## config.mk

```make
export PLATFORM = sky130hd
export DESIGN_NAME = vigenere_stream_cipher
export DESIGN_NICKNAME = d
export VERILOG_FILES = /design/src/vsc_pkg.sv /design/src/vsc_ram.sv /design/src/vsc_front.sv /design/src/vsc_queue.sv /design/src/vsc_back.sv /design/src/vigenere_stream_cipher.sv
export SDC_FILE = /design/constraint.sdc
export NUM_CORES = 1
export LEC_CHECK = 0
export BUFFER_PORTS_ARGS = -buffer_cell sky130_fd_sc_hd__buf_2
export CAP_MARGIN = 20
export CORE_UTILIZATION = 35
export CTS_CLUSTER_DIAMETER = 60
export DETAILED_ROUTE_END_ITERATION = 10
export PLACE_DENSITY = 0.57
export SLEW_MARGIN = 15
export SYNTH_ARGS = -nofsm -noshare
export SYNTH_HDL_FRONTEND = slang
export SYNTH_SLANG_ARGS = --single-unit
export TNS_END_PERCENT = 100
```

## constraint.sdc

```tcl
create_clock -name clk -period 6.65 [get_ports clk]
set_input_delay 0.3325 -clock clk [delete_from_list [all_inputs] [get_ports clk]]
set_output_delay 0.3325 -clock clk [all_outputs]
set_load 0.02 [all_outputs]
```

## src/vsc_pkg.sv

```systemverilog
// shared types, codes and helpers for the vigenere stream cipher
package vsc_pkg;

  localparam logic [7:0] CODE_SPACE = 8'h20;
  localparam logic [7:0] CODE_TAB   = 8'h09;

  localparam int KEY_LENGTH_W = 7;
  localparam int CFG_ADDR_W   = 3;
  localparam int CFG_DATA_W   = 32;

  localparam logic REG_KEY_LENGTH  = 1'b0;
  localparam logic REG_DECRYPT_MODE = 1'b1;

  localparam int QUEUE_DEPTH = 2;
  localparam int QPTR_W      = $clog2(QUEUE_DEPTH);

  typedef struct packed {
    logic       is_key;
    logic       start;
    logic       blank;
    logic       byte_ok;
    logic [7:0] value;
    logic [5:0] slot;
  } vsc_item_t;

  function automatic logic in_alphabet(input logic [7:0] code, input logic [7:0] first,
                                       input logic [8:0] size);
    logic [8:0] diff;
    diff = {1'b0, code} - {1'b0, first};
    return (code >= first) && (diff < size);
  endfunction

endpackage

```

## src/vsc_ram.sv

```systemverilog
// generic single write port ram with registered read
module vsc_ram #(
  parameter int WIDTH = 8,
  parameter int DEPTH = 64,
  parameter int AW    = (DEPTH > 1) ? $clog2(DEPTH) : 1
) (
  input  logic             clk,
  input  logic             we,
  input  logic [AW-1:0]    waddr,
  input  logic [WIDTH-1:0] wdata,
  input  logic             re,
  input  logic [AW-1:0]    raddr,
  output logic [WIDTH-1:0] rdata
);

  logic [WIDTH-1:0] mem_r [DEPTH];
  logic [WIDTH-1:0] rdata_r;

  always_ff @(posedge clk) begin
    if (we) begin
      mem_r[waddr] <= wdata;
    end
    if (re) begin
      rdata_r <= mem_r[raddr];
    end
  end

  assign rdata = rdata_r;

endmodule

```

## src/vsc_front.sv

```systemverilog
// input side: accepts items and classifies them before queuing
module vsc_front
  import vsc_pkg::*;
#(
  parameter int ALPHABET_SIZE = 95,
  parameter int FIRST_CHAR    = 32
) (
  input  logic      in_valid,
  output logic      in_stall,
  input  logic      in_kind,
  input  logic [7:0] in_byte_value,
  input  logic [5:0] in_key_slot,
  input  logic      in_message_start,
  input  logic      q_full,
  output logic      q_push,
  output vsc_item_t q_item
);

  assign in_stall = q_full;
  assign q_push   = in_valid & ~q_full;

  always_comb begin
    q_item.is_key  = in_kind;
    q_item.start   = in_message_start & ~in_kind;
    q_item.blank   = (in_byte_value == CODE_SPACE) || (in_byte_value == CODE_TAB);
    q_item.byte_ok = in_alphabet(in_byte_value, 8'(FIRST_CHAR), 9'(ALPHABET_SIZE));
    q_item.value   = in_byte_value;
    q_item.slot    = in_key_slot;
  end

endmodule

```

## src/vsc_queue.sv

```systemverilog
// short item queue between front and back
module vsc_queue
  import vsc_pkg::*;
(
  input  logic      clk,
  input  logic      rst_n,
  input  logic      push,
  input  vsc_item_t push_item,
  output logic      full,
  input  logic      pop,
  output logic      head_valid,
  output vsc_item_t head_item
);

  vsc_item_t         slot_r [QUEUE_DEPTH];
  logic [QPTR_W-1:0] wr_ptr_r, wr_ptr_nxt;
  logic [QPTR_W-1:0] rd_ptr_r, rd_ptr_nxt;
  logic [QPTR_W:0]   count_r, count_nxt;

  assign full       = (count_r == (QPTR_W+1)'(QUEUE_DEPTH));
  assign head_valid = (count_r != '0);
  assign head_item  = slot_r[rd_ptr_r];

  always_comb begin
    wr_ptr_nxt = wr_ptr_r;
    rd_ptr_nxt = rd_ptr_r;
    count_nxt  = count_r;
    if (push) begin
      wr_ptr_nxt = (wr_ptr_r == QPTR_W'(QUEUE_DEPTH - 1)) ? '0 : wr_ptr_r + 1'b1;
    end
    if (pop) begin
      rd_ptr_nxt = (rd_ptr_r == QPTR_W'(QUEUE_DEPTH - 1)) ? '0 : rd_ptr_r + 1'b1;
    end
    if (push && !pop) begin
      count_nxt = count_r + 1'b1;
    end else if (pop && !push) begin
      count_nxt = count_r - 1'b1;
    end
  end

  always_ff @(posedge clk) begin
    if (!rst_n) begin
      wr_ptr_r <= '0;
      rd_ptr_r <= '0;
      count_r  <= '0;
    end else begin
      wr_ptr_r <= wr_ptr_nxt;
      rd_ptr_r <= rd_ptr_nxt;
      count_r  <= count_nxt;
    end
  end

  always_ff @(posedge clk) begin
    if (push) begin
      slot_r[wr_ptr_r] <= push_item;
    end
  end

endmodule

```

## src/vsc_back.sv

```systemverilog
// back side: key store, key position tracking, cipher and output register
module vsc_back
  import vsc_pkg::*;
#(
  parameter int ALPHABET_SIZE = 95,
  parameter int FIRST_CHAR    = 32,
  parameter int KEY_DEPTH     = 64,
  parameter int PW            = (KEY_DEPTH > 1) ? $clog2(KEY_DEPTH) : 1
) (
  input  logic        clk,
  input  logic        rst_n,
  input  logic        head_valid,
  input  vsc_item_t   head_item,
  output logic        pop,
  input  logic [PW:0] key_len,
  input  logic        decrypt,
  output logic        out_valid,
  input  logic        out_stall,
  output logic [7:0]  out_byte_out,
  output logic        out_was_changed,
  output logic        out_char_error
);

  logic          s2_valid_r, s2_valid_nxt;
  vsc_item_t     s2_item_r;
  logic [PW-1:0] s2_kp_r;
  logic [PW-1:0] s2_eff_r;
  logic [PW-1:0] kp_r;
  logic          byp_r;
  logic [7:0]    byp_data_r;
  logic          out_valid_r, out_valid_nxt;
  logic [7:0]    out_byte_r;
  logic          out_changed_r;
  logic          out_error_r;

  logic          ram_we;
  logic [PW-1:0] ram_waddr;
  logic [PW-1:0] ram_raddr;
  logic [7:0]    ram_rdata;

  logic [7:0]    key_ch;
  logic          key_ok;
  logic          s2_data;
  logic          advance;
  logic [PW:0]   eff_inc;
  logic [PW-1:0] s2_next;
  logic [PW-1:0] kp_after;
  logic [PW-1:0] kp_cur;
  logic [PW-1:0] head_kp;
  logic [PW-1:0] head_eff;
  logic          out_ready;
  logic          s2_go;
  logic          load_out;

  logic [8:0]    d_ofs;
  logic [8:0]    k_ofs;
  logic [9:0]    mod_sum;
  logic [9:0]    mod_res;
  logic [9:0]    code_sum;
  logic [7:0]    cipher_byte;

  vsc_ram #(
    .WIDTH (8),
    .DEPTH (KEY_DEPTH),
    .AW    (PW)
  ) u_key_ram (
    .clk   (clk),
    .we    (ram_we),
    .waddr (ram_waddr),
    .wdata (s2_item_r.value),
    .re    (pop),
    .raddr (ram_raddr),
    .rdata (ram_rdata)
  );

  // key loads write when they leave the read stage
  assign ram_we    = s2_valid_r & s2_item_r.is_key;
  assign ram_waddr = PW'(s2_item_r.slot % KEY_DEPTH);

  assign key_ch  = byp_r ? byp_data_r : ram_rdata;
  assign key_ok  = in_alphabet(key_ch, 8'(FIRST_CHAR), 9'(ALPHABET_SIZE));
  assign s2_data = s2_valid_r & ~s2_item_r.is_key;
  assign advance = s2_data & ~s2_item_r.blank & s2_item_r.byte_ok & key_ok;

  assign eff_inc  = {1'b0, s2_eff_r} + 1'b1;
  assign s2_next  = (eff_inc >= key_len) ? '0 : eff_inc[PW-1:0];
  assign kp_after = advance ? s2_next : s2_kp_r;
  assign kp_cur   = s2_valid_r ? kp_after : kp_r;

  assign out_ready = ~out_valid_r | ~out_stall;
  assign s2_go     = s2_valid_r & (s2_item_r.is_key | out_ready);
  assign pop       = head_valid & (~s2_valid_r | s2_go);
  assign load_out  = s2_go & ~s2_item_r.is_key;

  assign head_kp   = head_item.start ? '0 : kp_cur;
  assign head_eff  = ({1'b0, head_kp} >= key_len) ? '0 : head_kp;
  assign ram_raddr = head_eff;

  // modular add or subtract over the alphabet
  always_comb begin
    d_ofs = {1'b0, s2_item_r.value} - 9'(FIRST_CHAR);
    k_ofs = {1'b0, key_ch} - 9'(FIRST_CHAR);
    if (decrypt) begin
      mod_sum = {1'b0, d_ofs} + 10'(ALPHABET_SIZE) - {1'b0, k_ofs};
    end else begin
      mod_sum = {1'b0, d_ofs} + {1'b0, k_ofs};
    end
    mod_res     = (mod_sum >= 10'(ALPHABET_SIZE)) ? mod_sum - 10'(ALPHABET_SIZE) : mod_sum;
    code_sum    = mod_res + 10'(FIRST_CHAR);
    cipher_byte = code_sum[7:0];
  end

  always_comb begin
    if (pop) begin
      s2_valid_nxt = 1'b1;
    end else if (s2_go) begin
      s2_valid_nxt = 1'b0;
    end else begin
      s2_valid_nxt = s2_valid_r;
    end
    if (load_out) begin
      out_valid_nxt = 1'b1;
    end else if (!out_stall) begin
      out_valid_nxt = 1'b0;
    end else begin
      out_valid_nxt = out_valid_r;
    end
  end

  always_ff @(posedge clk) begin
    if (!rst_n) begin
      s2_valid_r  <= 1'b0;
      kp_r        <= '0;
      byp_r       <= 1'b0;
      out_valid_r <= 1'b0;
    end else begin
      s2_valid_r  <= s2_valid_nxt;
      out_valid_r <= out_valid_nxt;
      if (s2_go) begin
        kp_r <= kp_after;
      end
      if (pop) begin
        byp_r <= ram_we && (ram_waddr == ram_raddr);
      end
    end
  end

  always_ff @(posedge clk) begin
    if (pop) begin
      s2_item_r  <= head_item;
      s2_kp_r    <= head_kp;
      s2_eff_r   <= head_eff;
      byp_data_r <= s2_item_r.value;
    end
    if (load_out) begin
      out_byte_r    <= advance ? cipher_byte : s2_item_r.value;
      out_changed_r <= advance;
      out_error_r   <= ~s2_item_r.blank & ~(s2_item_r.byte_ok & key_ok);
    end
  end

  assign out_valid       = out_valid_r;
  assign out_byte_out    = out_byte_r;
  assign out_was_changed = out_changed_r;
  assign out_char_error  = out_error_r;

endmodule

```

## src/vigenere_stream_cipher.sv

```systemverilog
// vigenere stream cipher top level with configuration registers
// path: a data item passes through the queue, the read stage register and the output register
// throughput: one item per cycle while the output is not stalled; the key position loop closes over the key ram
//   read data, so a data item may follow any item back to back
// reset: clears queue, pipeline, key position and registers (key length 1,
//   encrypt); the key store is not cleared and holds no value until written
module vigenere_stream_cipher
  import vsc_pkg::*;
#(
  parameter int ALPHABET_SIZE = 95,
  parameter int FIRST_CHAR    = 32,
  parameter int KEY_DEPTH     = 64
) (
  input  logic                  clk,
  input  logic                  rst_n,
  input  logic                  in_valid,
  output logic                  in_stall,
  input  logic                  in_kind,
  input  logic [7:0]            in_byte_value,
  input  logic [5:0]            in_key_slot,
  input  logic                  in_message_start,
  output logic                  out_valid,
  input  logic                  out_stall,
  output logic [7:0]            out_byte_out,
  output logic                  out_was_changed,
  output logic                  out_char_error,
  input  logic                  psel,
  input  logic                  penable,
  input  logic                  pwrite,
  input  logic [CFG_ADDR_W-1:0] paddr,
  input  logic [CFG_DATA_W-1:0] pwdata,
  output logic [CFG_DATA_W-1:0] prdata,
  output logic                  pready
);

  localparam int PW = (KEY_DEPTH > 1) ? $clog2(KEY_DEPTH) : 1;

  logic [KEY_LENGTH_W-1:0] key_length_r;
  logic [PW:0]             eff_len_r;
  logic                    decrypt_r;
  logic [KEY_LENGTH_W-1:0] len_wr;
  logic [PW:0]             eff_len_wr;
  logic                    cfg_wr;

  logic      q_push;
  logic      q_full;
  logic      q_pop;
  logic      head_valid;
  vsc_item_t push_item;
  vsc_item_t head_item;

  assign pready = 1'b1;
  assign cfg_wr = psel & penable & pwrite & pready;
  assign len_wr = pwdata[KEY_LENGTH_W-1:0];

  always_comb begin
    if (len_wr == '0) begin
      eff_len_wr = (PW+1)'(1);
    end else if (32'(len_wr) > KEY_DEPTH) begin
      eff_len_wr = (PW+1)'(KEY_DEPTH);
    end else begin
      eff_len_wr = (PW+1)'(len_wr);
    end
  end

  always_ff @(posedge clk) begin
    if (!rst_n) begin
      key_length_r <= KEY_LENGTH_W'(1);
      eff_len_r    <= (PW+1)'(1);
      decrypt_r    <= 1'b0;
    end else if (cfg_wr) begin
      unique case (paddr[2])
        REG_KEY_LENGTH: begin
          key_length_r <= len_wr;
          eff_len_r    <= eff_len_wr;
        end
        REG_DECRYPT_MODE: begin
          decrypt_r <= pwdata[0];
        end
      endcase
    end
  end

  always_comb begin
    unique case (paddr[2])
      REG_KEY_LENGTH:   prdata = CFG_DATA_W'(key_length_r);
      REG_DECRYPT_MODE: prdata = CFG_DATA_W'(decrypt_r);
    endcase
  end

  vsc_front #(
    .ALPHABET_SIZE (ALPHABET_SIZE),
    .FIRST_CHAR    (FIRST_CHAR)
  ) u_front (
    .in_valid         (in_valid),
    .in_stall         (in_stall),
    .in_kind          (in_kind),
    .in_byte_value    (in_byte_value),
    .in_key_slot      (in_key_slot),
    .in_message_start (in_message_start),
    .q_full           (q_full),
    .q_push           (q_push),
    .q_item           (push_item)
  );

  vsc_queue u_queue (
    .clk        (clk),
    .rst_n      (rst_n),
    .push       (q_push),
    .push_item  (push_item),
    .full       (q_full),
    .pop        (q_pop),
    .head_valid (head_valid),
    .head_item  (head_item)
  );

  vsc_back #(
    .ALPHABET_SIZE (ALPHABET_SIZE),
    .FIRST_CHAR    (FIRST_CHAR),
    .KEY_DEPTH     (KEY_DEPTH),
    .PW            (PW)
  ) u_back (
    .clk             (clk),
    .rst_n           (rst_n),
    .head_valid      (head_valid),
    .head_item       (head_item),
    .pop             (q_pop),
    .key_len         (eff_len_r),
    .decrypt         (decrypt_r),
    .out_valid       (out_valid),
    .out_stall       (out_stall),
    .out_byte_out    (out_byte_out),
    .out_was_changed (out_was_changed),
    .out_char_error  (out_char_error)
  );

endmodule

```

==> qor.csv <==
stage,metric,value,unit
placement,port_buffers,49,
global_routing,grt_pass1_wl,110600,um
sta,fin_crit_sh,95.30,%
clock_tree,cts.sinks,632,
clock_tree,cts_made_buffers,67,
sta,setup_violations,0,
route,drt-total-wl,74060,um
sta,tns,0,ps
final_layout,diodes,0,
yosys,synth-main-ff-cell,edfxtp_1,
sta,max_freq,157.8,MHz
yosys,synthArstFlopShare,0,%
sta,slew_headroom,24.61,%
floorplanning,fp.dieH,281.6,um
route,vias,17810,
power,power_density,487.2,nW/um2
yosys,yosys_register_bits,632,
route,drc_errors,0,
yosys,yosysUniqueCellTypes,79,
global_routing,grt_max_degree,69,
yosys,netlist_area,27360,um2
sta,hold_viol_final,0,
yosys,synth-edff-count,603,
yosys,synth_seq_area_share,68.30,%
floorplanning,rows,102,
route,routed_via_density,5.382,
power,power_frac_seq,35.5,%
run_status,outcome,"complete, no violations",
route,ant_nets,0,
global_routing,antenna_found_initial,0,
clock_tree,clock_tree.root_cell,clkbuf_16,
global_routing,grt_pass1_vias,17660,
clock_tree,postCtsSetupRepairBufs,0,
clock_tree,htree_levels,3,
sta,drv_slew,0,
global_routing,grt_usage,18.80,%
route,first_iter_violations,1697,
clock_tree,cts_buffer_depth,3,
clock_tree,cts_tree,yes,
final_layout,fillers,7214,
power,p_clk_share,24.0,%
yosys,netlist_instances,2112,
critical_path,worst_setup_path_end_kind,flop,
critical_path,path_class,flop to flop,
final_layout,post-route-cell-area,31360,um2
placement,dp_hpwl,47140,um
floorplanning,io-pin-count,103,
yosys,ys_warn_count,0,
power,sw_frac_of_total,39.16,%
placement,placed_area,28970,um2
final_layout,nets,2323,
sta,period_needed,6337,ps
power,combPwrFrac,40.5,%
floorplanning,fp.dieW,281.6,um
route,drt_first_pass_iters,7,
route,drt-wirelength-per-cell,22.38,um
final_layout,syn2layout_area_growth,14.63,%
clock_tree,path_clk_slew,60,ps
critical_path,worstSetupStartpointType,flop,
sta,hold_ws,47.78,ps
critical_path,required,6960,ps
power,peakVddDrop,433.8,uV
floorplanning,initial_core_util,35.38,%
floorplanning,core,77340,um2
sta,skew,33.38,ps
power,p_sw,5.985,mW
min_path,min_path_type,input pin to flop,
clock_tree,clk_latency,620,ps
critical_path,critPathMaxFanout,26,
final_layout,utilization,40.55,%
placement,routabilityCongestion,0.8972,
global_routing,grt-ovfl-total,0,
power,p_int,9.297,mW
job,drv_cap,0,
floorplanning,die_area,79290,um2
final_layout,drive_gt1_share,12.12,%
sta,worst_pin_slew,1131,ps
critical_path,critPathArrivalTime,6650,ps
yosys,synth.avg_cell_area,12.95,um2
power,p_leak,10.82,nW
[state kept, by name, indices dropped and copies added, names as in the netlist, 2 cells and up, named ones only]
register                count
eff_len_r                   7
key_length_r                7
u_back.byp_data_r           8
u_back.kp_r                 6
u_back.out_byte_out         8
u_back.s2_eff_r             6
u_back.s2_item_r           17
u_back.s2_kp_r              6
u_back.u_key_ram.mem_r    512
u_back.u_key_ram.rdata      8
u_queue.count_r             2
u_queue.slot_r             36
[power groups by stage]
stage	Clock [mW]	Combinational, mW	Sequential, mW
2_1_floorplan	0	3.68	5.58
3_3_place_gp	0	6.03	5.49
3_5_place_dp	0	6.12	5.50
4_1_cts	3.74	6.16	5.42
5_1_grt	3.88	6.70	5.44
6_report	3.67	6.19	5.42
[cells in the mapped netlist (all sizes together), types with 7 or more instances]
| cell type | number | area share, % |
|---|---|---|
| nor3 | 50 | 0.91 |
| nand2 | 309 | 4.2 |
| nand3 | 72 | 1.3 |
| nand2b | 7 | 0.16 |
| a211o | 7 | 0.22 |
| ha | 48 | 2.2 |
| mux2i | 53 | 2.0 |
| o311ai | 7 | 0.25 |
| a21boi | 13 | 0.36 |
| and3 | 28 | 0.64 |
| o21ai | 82 | 1.5 |
| o211ai | 26 | 0.71 |
| dfxtp | 29 | 2.1 |
| o21a | 12 | 0.33 |
| o221ai | 11 | 0.35 |
| buf | 90 | 2.0 |
| a311oi | 9 | 0.31 |
| a32oi | 13 | 0.42 |
| inv | 48 | 0.67 |
| xnor2 | 16 | 0.51 |
| or3 | 36 | 0.82 |
| mux2 | 22 | 0.91 |
| a21o | 12 | 0.33 |
| nand3b | 10 | 0.27 |
| a31oi | 27 | 0.62 |
| nor2 | 168 | 2.3 |
| o22ai | 43 | 0.98 |
| xor2 | 10 | 0.32 |
| a211oi | 31 | 0.85 |
| a21oi | 60 | 1.1 |
| o31ai | 7 | 0.19 |
| nor4 | 8 | 0.18 |
| nor2b | 18 | 0.41 |
| nand4 | 7 | 0.16 |
| edfxtp | 603 | 66 |
| clkbuf | 50 | 0.69 |
[logic make-up (layout without fill, tap and decap cells)]
logic type | Yosys count | in the layout | synth area share [%]
other | 2 | 26 | 0.02745
adders and majority gates | 50 | 50 | 2.341
AOI/OAI and AO/OA | 409 | 409 | 10.34
xor gates and xnor gates | 26 | 26 | 0.8323
muxes | 75 | 75 | 2.858
and+or+nand+nor | 730 | 730 | 11.92
DFF | 632 | 632 | 68.30
buffers and inverters | 188 | 321 | 3.384
[final timing paths]
kind                                         endpoint  slack [ps]                 startpoint  cells after the start
setup reg to reg  u_back.u_key_ram.rdata[6]$_DFFE_PP_         310  u_back.byp_r$_SDFFE_PN0P_                     21
setup / recovery  u_back.u_key_ram.rdata[6]$_DFFE_PP_         310  u_back.byp_r$_SDFFE_PN0P_                     21
hold reg to reg             eff_len_r[2]$_SDFFE_PN0P_         460  eff_len_r[2]$_SDFFE_PN0P_                      2
hold / removal              eff_len_r[6]$_SDFFE_PN0P_          50                  pwdata[6]                      3
[area by class of cell]
class | count | area [um2] | area share, %
Tap cell | 1040 | 1301 | 4.149
Timing Repair Buffer | 150 | 1145 | 3.650
Inverter | 48 | 182.7 | 0.5824
Sequential cell | 632 | 18690 | 59.58
Clock inverter | 36 | 357.8 | 1.141
Clock buffer | 87 | 1794 | 5.721
Multi-Input combinational cell | 1316 | 7895 | 25.17
[stage by stage]
step	std cells	power, mW	worst slack, ps
final	3309	15.28	312.6
after global routing	3309	16.02	-27.95
after CTS	3309	15.32	221.9
after detailed placement	3165	11.62	250.6
after global placement	3164	11.52	273.5
after floorplan	2136	9.258	704.6
[metal layers]
layer | routed length (um) | GRT usage (%) | part of all wire [%]
met5 | 0 | 0 | 0
met4 | 2649 | 7.818 | 3.6
met3 | 5019 | 3.174 | 6.8
met2 | 34720 | 30.50 | 47
met1 | 31660 | 24.92 | 43
[critical path: stages (launching register included)]
cell and delay (ps):
dfxtp_1 410, mux2i_1 130, ha_1 230, ha_1 330
nand3b_1 90, or3_1 380, a311o_1 380, nor4_1 420
a21oi_1 150, a211oi_2 350, ha_1 300, a21o_1 170
a211o_1 340, and2_2 230, a211o_4 450, buf_12 230
buf_4 220, o221ai_1 200, o221ai_1 240, o41ai_2 460
a21o_1 170, nand3_1 150
[what timing repair did]
item                                    in CTS  in global routing
gates resized for setup                      0                  4
hold endpoints to repair                    39                  0
hold buffers                                21                  0
endpoints found under the setup margin       0                  8
[cells in the final DEF, fill, tap and decap left out, types with 8 or more instances in the layout]
master and n:
or3_1 36, a21boi_0 13, nor2_1 166, ha_1 48, clkinv_2 9, o221ai_1 11
clkinv_1 10, nand3_1 71, a31oi_1 27, o21ai_0 79, nor4_1 8, a32oi_1 13
mux2i_1 52, nand3b_1 10, o211ai_1 26, buf_4 71, xnor2_1 16, dlygate4sd3_1 21
nor2b_1 18, buf_2 50, a311oi_1 8, nor3_1 49, mux2_2 22, a21oi_1 60
a211oi_1 29, o22ai_1 43, clkbuf_16 69, o21a_1 12, conb_1 26, clkbuf_1 18
edfxtp_1 603, and3_1 28, dfxtp_1 29, xor2_1 10, nand2_1 309, a21o_1 11
inv_1 42
Note: power is estimated with default switching activity, not from simulation.
